===== config.mk =====
export PLATFORM = sky130hd
export DESIGN_NAME = fatlb_cell
export DESIGN_NICKNAME = d
export VERILOG_FILES = /design/src/hw/rtl/assert_macros.svh /design/src/hw/rtl/fatlb_pkg.sv /design/src/hw/rtl/fatlb_cell.sv
export SDC_FILE = /design/constraint.sdc
export NUM_CORES = 1
export LEC_CHECK = 0
export ABC_AREA = 1
export ABC_CLOCK_PERIOD_IN_PS = 1600
export BUFFER_PORTS_ARGS = -buffer_cell sky130_fd_sc_hd__buf_4
export CAP_MARGIN = 20
export CORE_MARGIN = 2
export CORE_UTILIZATION = 30
export DETAILED_ROUTE_END_ITERATION = 16
export PLACE_DENSITY = 0.6
export SLEW_MARGIN = 20
export SYNTH_ARGS = -nofsm -noshare
export SYNTH_HDL_FRONTEND = slang
export SYNTH_SLANG_ARGS = --single-unit

===== constraint.sdc =====
create_clock -name clk_i -period 1.6 [get_ports clk_i]
set_input_delay 0.32 -clock clk_i [delete_from_list [all_inputs] [get_ports clk_i]]
set_output_delay 0.32 -clock clk_i [all_outputs]
set_load 0.01 [all_outputs]

===== src/hw/rtl/assert_macros.svh =====
// assertion macros included by the tlb top level
`ifndef ASSERT_MACROS_SVH
`define ASSERT_MACROS_SVH
// property that holds at every clock edge outside reset
`define ASSERT_ALWAYS(label, clk, rst_n, prop, msg) \
  label: assert property (@(posedge clk) disable iff (!rst_n) (prop)) else $error(msg);
// property with an implication
`define ASSERT_IMPLY(label, clk, rst_n, ante, cons, msg) \
  label: assert property (@(posedge clk) disable iff (!rst_n) (ante) |=> (cons)) else $error(msg);
`endif


===== src/hw/rtl/fatlb_pkg.sv =====
// types and constants of the fully associative tlb
package fatlb_pkg;

  localparam int unsigned VpnW  = 27;
  localparam int unsigned AsidW = 16;
  localparam int unsigned PpnW  = 44;
  localparam int unsigned PaW   = 56;

  typedef enum logic [1:0] {
    ActTranslate = 2'd0,
    ActInsert    = 2'd1,
    ActFlush     = 2'd2,
    ActNone      = 2'd3
  } action_e;

  typedef enum logic [1:0] {
    StDone  = 2'd0,
    StMiss  = 2'd1,
    StRewalk = 2'd2,
    StFault = 2'd3
  } status_e;

  localparam logic [1:0] KindRead  = 2'd0;
  localparam logic [1:0] KindWrite = 2'd1;
  localparam logic [1:0] KindExec  = 2'd2;

  typedef struct packed {
    logic [1:0]  action;
    logic [38:0] virt_addr;
    logic [15:0] asid;
    logic [1:0]  access_kind;
    logic        priv_mode;
    logic [43:0] phys_page;
    logic [1:0]  page_level;
    logic [3:0]  pte_flags;
  } req_t;

  typedef struct packed {
    logic [1:0]  status;
    logic [1:0]  fault_cause;
    logic [55:0] phys_addr;
  } rsp_t;

  // command broadcast to every cell
  typedef struct packed {
    logic              touch;    // make the hit cell most recent
    logic              upd_flags; // overwrite flags of the hit cell
    logic              alloc;    // write the new entry into the chosen cell
    logic              flush;    // sfence
    logic              close;    // close ranks after a removal
    logic              flush_all_va;
    logic              flush_all_as;
    logic [VpnW-1:0]   vpn;
    logic [AsidW-1:0]  asid;
    logic [PpnW-1:0]   ppn;
    logic [1:0]        level;
    logic [3:0]        flags;
  } cell_cmd_t;

  // vpn mask keeping the bits above the page size
  function automatic logic [VpnW-1:0] lvl_mask(input logic [1:0] lvl);
    case (lvl)
      2'd0:    lvl_mask = {VpnW{1'b1}};
      2'd1:    lvl_mask = {{(VpnW-9){1'b1}}, 9'd0};
      default: lvl_mask = {{(VpnW-18){1'b1}}, 18'd0};
    endcase
  endfunction

endpackage


===== src/hw/rtl/fatlb_cell.sv =====
// one tlb entry with its tag, payload and lru rank
module fatlb_cell #(
  parameter int unsigned AgeW = 6
) (
  input  logic                  clk_i,
  input  logic                  rst_ni,
  input  fatlb_pkg::cell_cmd_t  cmd_i,
  input  logic                  sel_i,      // this cell is the hit or victim
  input  logic [AgeW-1:0]       ref_age_i,  // rank of the touched or removed cell
  input  logic                  ref_valid_i, // a removed cell was valid
  output logic                  valid_o,
  output logic                  match_o,
  output logic [1:0]            level_o,
  output logic [3:0]            flags_o,
  output logic [fatlb_pkg::PpnW-1:0] ppn_o,
  output logic [AgeW-1:0]       age_o,
  output logic                  fl_hit_o    // flush removes this cell
);
  import fatlb_pkg::*;

  logic              valid_q, valid_d;
  logic [VpnW-1:0]   vpn_q;
  logic [AsidW-1:0]  asid_q;
  logic [PpnW-1:0]   ppn_q;
  logic [1:0]        level_q;
  logic [3:0]        flags_q;
  logic [AgeW-1:0]   age_q, age_d;
  logic              va_eq;

  // compare the vpn bits above this entry's page size
  assign va_eq    = ((vpn_q ^ cmd_i.vpn) & lvl_mask(level_q)) == '0;
  assign match_o  = valid_q && (asid_q == cmd_i.asid) && va_eq;
  assign fl_hit_o = valid_q && (cmd_i.flush_all_va || va_eq) &&
                    (cmd_i.flush_all_as || asid_q == cmd_i.asid);
  assign valid_o  = valid_q;
  assign level_o  = level_q;
  assign flags_o  = flags_q;
  assign ppn_o    = ppn_q;
  assign age_o    = age_q;

  // validity and rank update
  always_comb begin
    valid_d = valid_q;
    age_d   = age_q;
    if (cmd_i.touch) begin
      if (sel_i) age_d = '0;
      else if (valid_q && age_q < ref_age_i) age_d = age_q + 1'b1;
    end else if (cmd_i.alloc) begin
      if (sel_i) begin
        valid_d = 1'b1;
        age_d   = '0;
      end else if (valid_q) begin
        // a removed victim shifts the older entries down first
        if (ref_valid_i && age_q > ref_age_i) age_d = age_q;
        else age_d = age_q + 1'b1;
      end
    end else if (cmd_i.flush) begin
      if (fl_hit_o) valid_d = 1'b0;
    end else if (cmd_i.close) begin
      // flushed entries still waiting to close shift too, keeping their rank
      if (sel_i) valid_d = 1'b0;
      else if (age_q > ref_age_i) age_d = age_q - 1'b1;
    end
  end

  always_ff @(posedge clk_i or negedge rst_ni) begin
    if (!rst_ni) begin
      valid_q <= 1'b0;
      age_q   <= '0;
    end else begin
      valid_q <= valid_d;
      age_q   <= age_d;
    end
  end

  // payload
  always_ff @(posedge clk_i) begin
    if (cmd_i.alloc && sel_i) begin
      vpn_q   <= cmd_i.vpn & lvl_mask(cmd_i.level);
      asid_q  <= cmd_i.asid;
      ppn_q   <= cmd_i.ppn;
      level_q <= cmd_i.level;
      flags_q <= cmd_i.flags;
    end else if (cmd_i.upd_flags && sel_i) begin
      flags_q <= cmd_i.flags;
    end
  end

endmodule


==> impl_results.rst, run 1 <==
.. list-table::
   :header-rows: 1

   * - Metric
     - Value
   * - Final non-filler cell area
     - 6780 sq um
   * - Arrival time at the worst endpoint
     - 1.77 ns
   * - Drt first-iter violations
     - between 150 and 200
   * - Buffering stage count on the worst path with inverters included
     - 2
   * - Number of setup violations in the final report
     - 9
   * - Maximum clock insertion buffer count
     - 2
   * - Placement-stage cell area
     - ~6300 sq um
   * - Area of the die
     - 16,000 sq um
   * - Antenna diode count
     - 0
   * - Yosys synthesis warning count
     - 0
   * - Worst hold slack after final layout
     - ~0.15 ns
   * - Worst Setup SP
     - level_o[1]
   * - Netlist Area Pre-Place
     - between 4000 and 5000 sq um
   * - Post-route antenna net violation count
     - 0
   * - Grt total ovfl
     - 0
   * - Cell at the root of the clock tree
     - clkbuf_16
   * - Transition time at the pin with the least slew margin
     - 0.361 ns
   * - Ratio of cells with drive above 1 in the final layout
     - around 40%
   * - Area share of the leading cell type in the synthesized netlist
     - approximately three fifths
   * - H-tree depth reported by CTS
     - 3
   * - Final weighted congestion of routability-driven global placement
     - about 0.77
   * - Cell count after synthesis
     - 437
   * - Setup TNS
     - -2.39 ns
   * - Clock tree from TritonCTS
     - done
   * - Worst slew margin relative to its limit
     - ~76%
   * - Clock tree skew after final layout
     - a little under 0.004 ns
   * - Slack of the critical path
     - -0.492 ns
   * - Nets in the synthesized netlist
     - around 560
   * - DRC violation count after routing
     - 0
   * - Most common cell type on the critical path
     - nand2_1
   * - Core Util, Final
     - between 40% and 50%
   * - FF+latch count, synth
     - 100
   * - Number of unique standard cell types used by synthesis
     - 26
   * - Ordered cell list for the critical path
     - nor2_4 > nand3_1 > nand2_1 > nor2_1 > nand2_1 > nor2_2 > nand2_2 > nand2_1 > nand2_1 > inv_1 > buf_4
   * - TritonCTS buffer count
     - 9
   * - Top cell family by delay on the critical path
     - simple AND/OR/NAND/NOR gates
   * - Asr flop ratio synth
     - 7.00%
   * - Final routed wirelength across all metal layers
     - around 10 mm
   * - Area overhead of the layout relative to synthesis
     - 50.4%
   * - # IOs
     - 169
   * - Violated checks
     - setup timing
   * - Die X
     - roughly 130 um
   * - Starting density of the core
     - ~31%
   * - Post-DP HPWL
     - approximately 8 mm
   * - Largest cells by area after synthesis
     - edfxtp_1 (62%), nand2_1 (8.9%), inv_1 (6.7%)
   * - Final cycle utilization of the critical path
     - 131%
   * - Maximum number of pins on one net before global-route repair
     - 48
   * - Share of synthesized area occupied by flip-flops and latches
     - between 60% and 70%
   * - CP Data Required Time
     - around 1.3 ns
   * - Number of standard-cell rows in the floorplan
     - 44
   * - Startpoint of the tightest hold check path
     - cmd_i[15]
   * - Highest achievable clock rate
     - around 480 MHz
   * - Element type at the critical path start
     - flop
   * - Cell type with the highest aggregate area in the netlist
     - edfxtp_1
   * - Clock transition at path regs
     - 0.07 ns
   * - Number of global-route vias before repair
     - around 3,500
   * - Max Cap Viol
     - 0
   * - Net count reported at finish
     - 765
   * - Clock insertion delay at the later pin of the skew report
     - 0.34 ns
   * - Sort of element at the end of the critical path
     - output port
   * - Category of the critical setup timing path
     - flop to output port
   * - Most used flip-flop cell after synthesis
     - edfxtp_1
   * - Core Box Area
     - roughly 15,000 sq um
   * - Leakage power
     - approximately 3.2 nW
   * - Ranking of synthesized cells by instance count
     - nand2_1 (107), edfxtp_1 (93), inv_1 (81)
   * - First-pass GRT wire length
     - between 15 and 20 mm
   * - Post-route minimum period
     - 2.09 ns
   * - Most used standard cell by instance count after synthesis
     - nand2_1
   * - Vias/cell
     - 4.28
   * - Result of the run
     - finished with violations
   * - Count of vias placed by the detailed router
     - 3,579
   * - Count of flip-flops with a built-in enable after synthesis
     - slightly above 90
   * - Total routing resource utilization after global routing
     - between 10% and 20%
   * - Peak ir drop on the vdd network
     - about 0.001 V
   * - Crit-path slowest cell
     - edfxtp_1
   * - Iteration count of the initial detailed-routing pass
     - 4
   * - Power per cell area
     - around 1100 nW/um^2
   * - Initial antenna violation count
     - 0
   * - Vert. Die Dim
     - ~130 um
   * - Final cell count without fillers
     - 836
   * - Total count of hold-check failures in the final report
     - 0
   * - Worst min-delay path category
     - primary input to flop
   * - Crit Path Max Fanout
     - 9
   * - Launching point of the worst reg2reg path
     - age_o[3]
   * - Final max-slew violation count
     - 0
   * - Delay contributed by the slowest stage of the critical path
     - ~0.48 ns
   * - Power, Total
     - ~7.6 mW
   * - DP Cell Count
     - approximately 820
   * - Routed len/inst
     - ~13 um
   * - Syn avg cell area
     - a little over 10 sq um
   * - Worst slack after detailed placement
     - -0.280 ns
   * - Clock Sinks
     - 100
   * - Number of buffers inserted by port buffering
     - 168
   * - RSZ-0062 raised after global routing
     - true
==> worst register-to-register path: cells and delay by family, from the launching register on <==
family                   cells  cell delay [ns]
buffers and inverters        1             0.19
AO/OA/AOI/OAI                5             0.57
flip-flops                   1             0.42
AND/OR/NAND/NOR              4             0.25
adder cells (fa/ha/maj)      1             0.29
==> final timing paths <==
check	endpoint	slack [ns]	cells past startpoint
max in group asynchronous	age_o[5]	1.12	2
min in group asynchronous	valid_o	0.34	2
max	fl_hit_o	-0.49	11
max reg2reg	age_o[3]	-0.24	11
min reg2reg	valid_o	0.56	2
min	ppn_o[9]	0.15	1
==> per-layer routing <==
metal	share of wire, %	global-route usage [%]
met2	51	22.1
met3	9.6	6.33
met1	39	14.6
met5	0	0
met4	0.88	3.10
==> cells by family after synthesis <==
| logic type | Yosys count | share of synthesized area, % |
|---|---|---|
| simple gates | 203 | 18.1 |
| flops | 100 | 65.9 |
| buf+inv | 86 | 7.33 |
| compound gates | 25 | 3.53 |
| xor+xnor | 15 | 2.92 |
| fa+ha+maj | 8 | 2.22 |
==> layout by cell type, fill, tap and decap left out, types with 2 or more instances in the layout <==
cell type / n
a21oi_1: 4
buf_12: 3
buf_4: 198
clkbuf_16: 10
clkinvlp_4: 2
dfrtp_1: 5
dfrtp_2: 2
edfxtp_1: 93
ha_1: 4
ha_4: 4
inv_1: 80
inv_6: 2
inv_8: 3
nand2_1: 98
nand2_2: 9
nand2_4: 3
nand3_1: 25
nor2_1: 57
nor2_2: 4
nor2_4: 2
o21ai_0: 3
o21ai_2: 10
o22ai_1: 2
xnor2_1: 11
xor2_1: 4
==> area by class of cell <==
cell class	instances	area [sq um]
flip-flops and latches	100	2970
fillers	1392	7810
repair buffers	203	1580
clock buffers	9	225
well taps	184	230
multi-input cells	251	1370
clock inverters	7	88.8
inverters	82	314
==> power breakdown <==
part / internal, mW / switching [mW] / total, mW
logic: 1.03 / 1.01 / 2.04
registers: 3.12 / 0.135 / 3.26
clock network: 1.26 / 1.03 / 2.29
==> registers in the layout, indices dropped and copies added, names as in the netlist <==
| signal | count |
|---|---|
| ppn_o | 44 |
| vpn_q | 27 |
| asid_q | 16 |
| age_o | 6 |
| flags_o | 4 |
| level_o | 2 |
| valid_o | 1 |
==> what timing repair did <==
action                                  CTS  global route
cloned                                    0             1
endpoints found under the setup margin    9             9
gates resized for setup                   9            22
pin swaps                                 3             4
setup buffers                             1             2
hold buffers                              1             0
endpoints found under the hold margin     7             0
Power figures use the tool's default switching activity.
==> run 2, diff against run 1 <==
Settings changed: ABC_CLOCK_PERIOD_IN_PS 1600 to 1870.
Clock period 1.6 ns to 1.87 ns, I/O delays scaled along.
==> run 2 against run 1 <==
Compared with the run above:
- the run still ends with setup timing left
- hold slack gained 0.052 ns
- critical endpoint unchanged
- global-route usage rose by 0.31 points
- largest cell class unchanged
- clock-buffer cell count is 1 higher
- total power is 18% lower
- largest power group unchanged
==> impl_results.rst, run 2 (synthesis gave the netlist of run 1 again) <==
.. list-table::
   :header-rows: 1

   * - Metric
     - Value
   * - Final cycle utilization of the critical path
     - 117%
   * - First-pass GRT wire length
     - 17.0 mm (was 16.5 mm)
   * - Arrival time at the worst endpoint
     - 1.82 ns (was 1.77 ns)
   * - Clock tree skew after final layout
     - 0.00591 ns (was 0.00392 ns)
   * - DRC violation count after routing
     - 0 (unchanged)
   * - Maximum clock insertion buffer count
     - 2 (unchanged)
   * - Peak ir drop on the vdd network
     - 0.000458 V (was 0.00102 V)
   * - Clock insertion delay at the later pin of the skew report
     - 0.34 ns (about the same)
   * - Worst slew margin relative to its limit
     - 78.5% (was 75.7%)
   * - Leakage power
     - 3.12 nW (was 3.18 nW)
   * - Result of the run
     - finished with violations (unchanged)
   * - Routed len/inst
     - 12.7 um (was 12.5 um)
   * - Power per cell area
     - 936 nW/um^2 (was 1120 nW/um^2)
   * - # IOs
     - 169 (unchanged)
   * - H-tree depth reported by CTS
     - 3 (unchanged)
   * - Maximum number of pins on one net before global-route repair
     - 48 (unchanged)
   * - CP Data Required Time
     - 1.50 ns (was 1.28 ns)
   * - Sort of element at the end of the critical path
     - output port (unchanged)
   * - Power, Total
     - 6.24 mW (was 7.59 mW)
   * - Count of vias placed by the detailed router
     - 3,569 (was 3,579)
   * - Final non-filler cell area
     - 6670 sq um (was 6780 sq um)
   * - Most frequent cells in the layout
     - buf_4 (187), nand2_1 (98), edfxtp_1 (93) (was buf_4 (198), nand2_1 (98), edfxtp_1 (93))
   * - Category of the critical setup timing path
     - flop to output port (unchanged)
   * - Post-route antenna net violation count
     - 0 (unchanged)
   * - Die X
     - 127 um (unchanged)
   * - Core Util, Final
     - 45.7% (was 46.4%)
   * - Vias/cell
     - 4.31 (was 4.28)
   * - Total count of hold-check failures in the final report
     - 0 (unchanged)
   * - Worst min-delay path category
     - primary input to flop (unchanged)
   * - Clock transition at path regs
     - 0.07 ns (about the same)
   * - Clock tree from TritonCTS
     - done (unchanged)
   * - Cell at the root of the clock tree
     - clkbuf_16 (unchanged)
   * - Highest achievable clock rate
     - between 400 and 500 MHz
   * - Number of setup violations in the final report
     - 7 (was 9)
   * - Final routed wirelength across all metal layers
     - 10.5 mm (about the same)
   * - Net count reported at finish
     - 757 (was 765)
   * - Core Box Area
     - 14,600 sq um (unchanged)
   * - Max Cap Viol
     - 0 (unchanged)
   * - Number of standard-cell rows in the floorplan
     - 44 (unchanged)
   * - Setup TNS
     - -0.762 ns (was -2.39 ns)
   * - Number of global-route vias before repair
     - 3,641 (was 3,491)
   * - Ratio of cells with drive above 1 in the final layout
     - 38.4% (was 39.9%)
   * - Final cell count without fillers
     - 828 (was 836)
   * - Max FFs per register
     - 44 (unchanged)
   * - Slack of the critical path
     - -0.322 ns (was -0.492 ns)
   * - RSZ-0062 raised after global routing
     - true (unchanged)
   * - Worst hold path depth
     - 1 (unchanged)
   * - Area overhead of the layout relative to synthesis
     - 48.0% (was 50.4%)
   * - Total routing resource utilization after global routing
     - 13.3% (was 13.0%)
   * - Leading cell type in the layout, fill and taps excluded
     - buf_4 (unchanged)
   * - Area of the die
     - 16,000 sq um (unchanged)
   * - Transition time at the pin with the least slew margin
     - 0.318 ns (was 0.361 ns)
   * - Drt first-iter violations
     - 156 (was 199)
   * - Final weighted congestion of routability-driven global placement
     - 0.766 (about the same)
   * - Initial antenna violation count
     - 0 (unchanged)
   * - Element type at the critical path start
     - flop (unchanged)
   * - Worst hold slack after final layout
     - 0.198 ns (was 0.147 ns)
   * - Final max-slew violation count
     - 0 (unchanged)
   * - Post-DP HPWL
     - 7.85 mm (was 7.89 mm)
   * - Worst slack after detailed placement
     - -0.223 ns (was -0.280 ns)
   * - Number of buffers inserted by port buffering
     - 168 (unchanged)
   * - Vert. Die Dim
     - 127 um (unchanged)
   * - DP Cell Count
     - 804 (was 815)
   * - Post-route minimum period
     - 2.19 ns
   * - TritonCTS buffer count
     - 9 (unchanged)
   * - Violated checks
     - setup timing (unchanged)
   * - Starting density of the core
     - 30.9% (unchanged)
   * - Worst R2R Path Depth
     - 12 (was 11)
   * - Clock Sinks
     - 100 (unchanged)
   * - Grt total ovfl
     - 0 (unchanged)
   * - Iteration count of the initial detailed-routing pass
     - 4 (unchanged)
   * - Antenna diode count
     - 0 (unchanged)
   * - Placement-stage cell area
     - 6170 sq um (was 6270 sq um)
   * - Crit Path Max Fanout
     - 5 (was 9)
[run 2: cell count changes in the layout (fill, tap and decap cells not counted), sizes merged]
cell    delta
clkbuf     +1
bufinv     -1
buf        -9
nor2       +1
inv        -2
clkinv     +2
[run 2: what timing repair did]
| item | 4_1_cts | 5_1_grt |
|---|---|---|
| pin swaps | 1 | 15 |
| gates resized for setup | 10 | 22 |
| endpoints found under the setup margin | 3 | 9 |
| cloned | 1 | 1 |
| buffers inserted | 3 | 2 |
| hold buffers | 1 | 0 |
| hold endpoints to repair | 7 | 0 |
[run 2: final cells by class]
type	instances	area [sq um]
inverters	82	312
clock inverters	6	46.3
flip-flops and latches	100	2970
well taps	184	230
repair buffers	194	1520
clock buffers	10	229
multi-input cells	252	1360
fillers	1331	7920
[run 2: report_power, final]
group          switching, mW  leakage [nW]  internal (mW)
Sequential             0.109         0.950           2.67
Combinational          0.850          2.04          0.869
Clock                  0.830         0.135          0.918
Total                   1.79          3.12           4.45
[run 2: final timing paths]
check / from / endpoint / slack (ns)
max: level_o[1] / fl_hit_o / -0.32
min: cmd_i[45] / ppn_o[39] / 0.20
max reg2reg: age_o[3] / age_o[4] / -0.05
min reg2reg: valid_o / valid_o / 0.55
max in group asynchronous: rst_ni / age_o[0] / 1.35
min in group asynchronous: rst_ni / age_o[2] / 0.39
[run 2: per-layer routing]
layer	up-vias	share of wire [%]	track usage [%]
li1	1801	-	-
met1	1634	41	15.1
met2	120	49	22.2
met3	14	8.6	5.53
met4	0	1.8	5.04
met5	-	0	0
[run 2: critical path, cell delays in order, from the launching register on]
cell and delay, ns:
edfxtp_1 0.43, buf_6 0.16, nor2_4 0.18, nand3_2 0.09, nand2_1 0.07, nor2_1 0.03
nand2_1 0.10, nor2_4 0.06, nand2_2 0.07, nand2_1 0.05, nand2_1 0.07, inv_1 0.05
buf_6 0.11
==> run 3, diff against run 2 <==
--- a/config.mk
+++ b/config.mk
@@ -13,4 +13,6 @@
 export CORE_UTILIZATION = 30
+export CTS_CLUSTER_DIAMETER = 100
 export DETAILED_ROUTE_END_ITERATION = 16
 export PLACE_DENSITY = 0.6
+export SKIP_CTS_REPAIR_TIMING = 1
 export SLEW_MARGIN = 20
--- a/constraint.sdc
+++ b/constraint.sdc
@@ -3,2 +3,2 @@
 set_output_delay 0.374 -clock clk_i [all_outputs]
-set_load 0.01 [all_outputs]
+set_load 0.1 [all_outputs]
==> run 3 against run 2 <==
Compared with the run above:
- the run still ends with setup timing left
- setup slack worse by 0.17 ns
- largest power group unchanged
- sequential share of layout area fell by 0.43 points
- clock power barely moved
- critical endpoint unchanged
- via count is 0.67% lower
- register-to-register slack better by 0.04 ns
- utilization up 0.80 points
- largest cell class unchanged
- hold slack better by 0.0040 ns
- non-clock buffer count up 9
- first-iteration DRC count increased by 3.2%
- clock skew rose by 0.0010 ns
==> impl_results.rst, run 3 (synthesis gave the netlist of run 1 again) <==
.. list-table::
   :header-rows: 1

   * - Metric
     - Value
   * - End of the critical path
     - fl_hit_o (unchanged)
   * - Antenna diode count
     - 0 (unchanged)
   * - Final weighted congestion of routability-driven global placement
     - 0.767 (was 0.766)
   * - Number of buffers inserted by port buffering
     - 168 (unchanged)
   * - Sort of element at the end of the critical path
     - output port (unchanged)
   * - Ratio of cells with drive above 1 in the final layout
     - 40.2% (was 38.4%)
   * - Proportion of power drawn by combinational gates
     - 36.3% (was 27.5%)
   * - Total routing resource utilization after global routing
     - 13.1% (was 13.3%)
   * - Worst R2R Path Depth
     - 12 (unchanged)
   * - Post-route antenna net violation count
     - 0 (unchanged)
   * - Core Box Area
     - 14,600 sq um (unchanged)
   * - Maximum clock insertion buffer count
     - 2 (unchanged)
   * - Top cell family by delay on the critical path
     - simple AND/OR/NAND/NOR gates (unchanged)
   * - Global Route met1 Usage
     - 16.0% (was 15.1%)
   * - # IOs
     - 169 (unchanged)
   * - Net count reported at finish
     - 765 (was 757)
   * - Switching power
     - 2.70 mW (was 1.79 mW)
   * - Grt total ovfl
     - 0 (unchanged)
   * - Fraction of met3 tracks used by global routing
     - 3.21% (was 5.53%)
   * - Setup TNS
     - -0.896 ns (was -0.762 ns)
   * - DP Cell Count
     - 816 (was 804)
   * - Leading cell type in the layout, fill and taps excluded
     - buf_4 (unchanged)
   * - Number of setup violations in the final report
     - 4 (was 7)
   * - Buffering stage count on the worst path with inverters included
     - 3 (unchanged)
   * - Final non-filler cell area
     - 6790 sq um (was 6670 sq um)
   * - Total internal power
     - 4.46 mW (was 4.45 mW)
   * - Violated checks
     - setup timing (unchanged)
   * - Post-route minimum period
     - 2.36 ns (was 2.19 ns)
   * - Drt first-iter violations
     - 161 (was 156)
   * - Iteration count of the initial detailed-routing pass
     - 4 (unchanged)
   * - Worst Setup SP
     - level_o[1] (unchanged)
   * - First-pass GRT wire length
     - 16.6 mm (was 17.0 mm)
   * - Max Cap Viol
     - 0 (unchanged)
   * - Area overhead of the layout relative to synthesis
     - 50.6% (was 48.0%)
   * - Category of the critical setup timing path
     - flop to output port (unchanged)
   * - Starting density of the core
     - 30.9% (unchanged)
   * - Launching point of the worst reg2reg path
     - age_o[3] (unchanged)
   * - Fraction of power consumed by sequential logic
     - 39.4% (was 44.5%)
   * - Final cycle utilization of the critical path
     - 126% (was 117%)
   * - Count of vias placed by the detailed router
     - 3,545 (was 3,569)
   * - Crit path depth
     - 12 (unchanged)
   * - Final max-slew violation count
     - 0 (unchanged)
   * - Clock insertion delay at the later pin of the skew report
     - 0.34 ns (about the same)
   * - Power, Total
     - 7.16 mW (was 6.24 mW)
   * - Maximum number of pins on one net before global-route repair
     - 46 (was 48)
   * - RSZ-0062 raised after global routing
     - true (unchanged)
   * - Power per cell area
     - 1050 nW/um^2 (was 936 nW/um^2)
   * - Worst R2R Setup Slack
     - -0.01 ns (was -0.05 ns)
   * - Most common cell type on the critical path
     - nand2_2 (was nand2_1)
   * - Most frequent cells in the layout
     - buf_4 (195), nand2_1 (98), edfxtp_1 (93) (was buf_4 (187), nand2_1 (98), edfxtp_1 (93))
   * - Area of the die
     - 16,000 sq um (unchanged)
   * - Number of standard-cell rows in the floorplan
     - 44 (unchanged)
   * - H-tree depth reported by CTS
     - 3 (unchanged)
   * - Startpoint of the tightest hold check path
     - cmd_i[34] (was cmd_i[45])
   * - Highest achievable clock rate
     - 423 MHz (was 456 MHz)
   * - Result of the run
     - finished with violations (unchanged)
   * - Element type at the critical path start
     - flop (unchanged)
   * - Cell at the root of the clock tree
     - clkbuf_16 (unchanged)
   * - Initial antenna violation count
     - 0 (unchanged)
   * - Crit-path slowest cell
     - edfxtp_1 (unchanged)
   * - Placement-stage cell area
     - 6360 sq um (was 6170 sq um)
   * - Transition time at the pin with the least slew margin
     - 0.291 ns (was 0.318 ns)
   * - Most Crowded Layer GR
     - met2 (unchanged)
   * - Sw Share
     - 37.7% (was 28.7%)
   * - DRC violation count after routing
     - 0 (unchanged)
   * - Leakage power
     - 3.15 nW (was 3.12 nW)
   * - Total count of hold-check failures in the final report
     - 0 (unchanged)
   * - Clock Sinks
     - 100 (unchanged)
   * - Vert. Die Dim
     - 127 um (unchanged)
   * - Clock transition at path regs
     - 0.07 ns (about the same)
   * - Worst slew margin relative to its limit
     - 80.7% (was 78.5%)
   * - CP Data Required Time
     - 1.50 ns (about the same)
   * - Vias/cell
     - 4.24 (was 4.31)
   * - Clock share of power
     - 24.3% (was 28.0%)
   * - Worst min-delay path category
     - primary input to flop (unchanged)
   * - Final routed wirelength across all metal layers
     - 10.4 mm (was 10.5 mm)
   * - Slack of the critical path
     - -0.495 ns (was -0.322 ns)
   * - Die X
     - 127 um (unchanged)
   * - Final cell count without fillers
     - 836 (was 828)
   * - Worst slack after detailed placement
     - -0.371 ns (was -0.223 ns)
   * - Crit Path Max Fanout
     - 4 (was 5)
   * - Routed len/inst
     - 12.4 um (was 12.7 um)
   * - Max FFs per register
     - 44 (unchanged)
   * - Capture point of the worst reg-to-reg path
     - age_o[0] (was age_o[4])
   * - Arrival time at the worst endpoint
     - 1.99 ns (was 1.82 ns)
   * - Filler Cells Inserted
     - 1,370 (was 1,331)
   * - Ordered cell list for the critical path
     - nor2_4 > clkbuf_16 > nand3_2 > nand2_2 > nor2_1 > nand2_1 > nor2_2 > nand2_2 > nand2_2 > nand2_4 > clkinvlp_4 > buf_12 (was buf_6 > nor2_4 > nand3_2 > nand2_1 > nor2_1 > nand2_1 > nor2_4 > nand2_2 > nand2_1 > nand2_1 > inv_1 > buf_6)
   * - TritonCTS buffer count
     - 9 (unchanged)
   * - Post-DP HPWL
     - 7.89 mm (was 7.85 mm)
   * - GRT met2 Usage
     - 22.1% (was 22.2%)
   * - Number of global-route vias before repair
     - 3,503 (was 3,641)
   * - Clock tree skew after final layout
     - 0.00696 ns (was 0.00591 ns)
   * - Peak ir drop on the vdd network
     - 0.000676 V (was 0.000458 V)
   * - Clock tree from TritonCTS
     - done (unchanged)
   * - Delay contributed by the slowest stage of the critical path
     - 0.45 ns (was 0.43 ns)
-- run 3: cell types whose count changed in the layout (fill, tap and decap cells not counted), sizes merged --
cell / before / now
nor2: 64 / 63
inv: 84 / 82
clkinv: 2 / 3
buf: 192 / 201
clkbuf: 11 / 12
-- run 3: layout make-up --
type	instances	area [sq um]	area share (%)
multi-input cells	251	1360	20.1
well taps	184	230	3.39
inverters	82	315	4.65
repair buffers	203	1620	23.9
clock inverters	5	35.0	0.516
clock buffers	11	233	3.43
flip-flops and latches	100	2990	44.1
-- run 3: per-layer routing --
metal  part of all wire, %  up-vias
li1                      -     1817
met5                     0        -
met2                    50       98
met3                   5.9       11
met1                    42     1619
met4                   1.8        0
-- run 3: stage by stage --
stage                     hold slack, ns  utilization [%]
after CTS                         -0.181             45.4
after global routing               0.180             46.5
after detailed placement           0.198             43.6
after floorplan                   0.0784                -
after global placement             0.197             43.6
final                              0.202             46.5
-- run 3: worst min-delay path by stage --
| stage | to | slack, ns | cells past startpoint |
|---|---|---|---|
| after global routing | ppn_o[23] | 0.18 | 1 |
| after detailed placement | age_o[0] | 0.20 | 1 |
| final | ppn_o[28] | 0.20 | 1 |
| after floorplan | valid_o | 0.08 | 0 |
| after CTS | age_o[0] | -0.18 | 1 |
| after global placement | age_o[0] | 0.20 | 1 |
-- run 3: worst register-to-register path: cells and delay by family (launching register included) --
kind	cells	cell delay, ns
flip-flops	1	0.49
AO/OA/AOI/OAI	5	0.48
AND/OR/NAND/NOR	5	0.38
adder cells (fa/ha/maj)	1	0.28
buffers and inverters	1	0.16
-- run 3: power groups by stage --
stage / Combinational (mW) / Clock [mW] / Sequential (mW)
2_1_floorplan: 0.734 / 0 / 3.91
3_3_place_gp: 2.49 / 0 / 2.86
3_5_place_dp: 2.54 / 0 / 2.87
4_1_cts: 2.54 / 1.80 / 2.82
5_1_grt: 2.79 / 1.90 / 2.85
6_report: 2.60 / 1.74 / 2.82
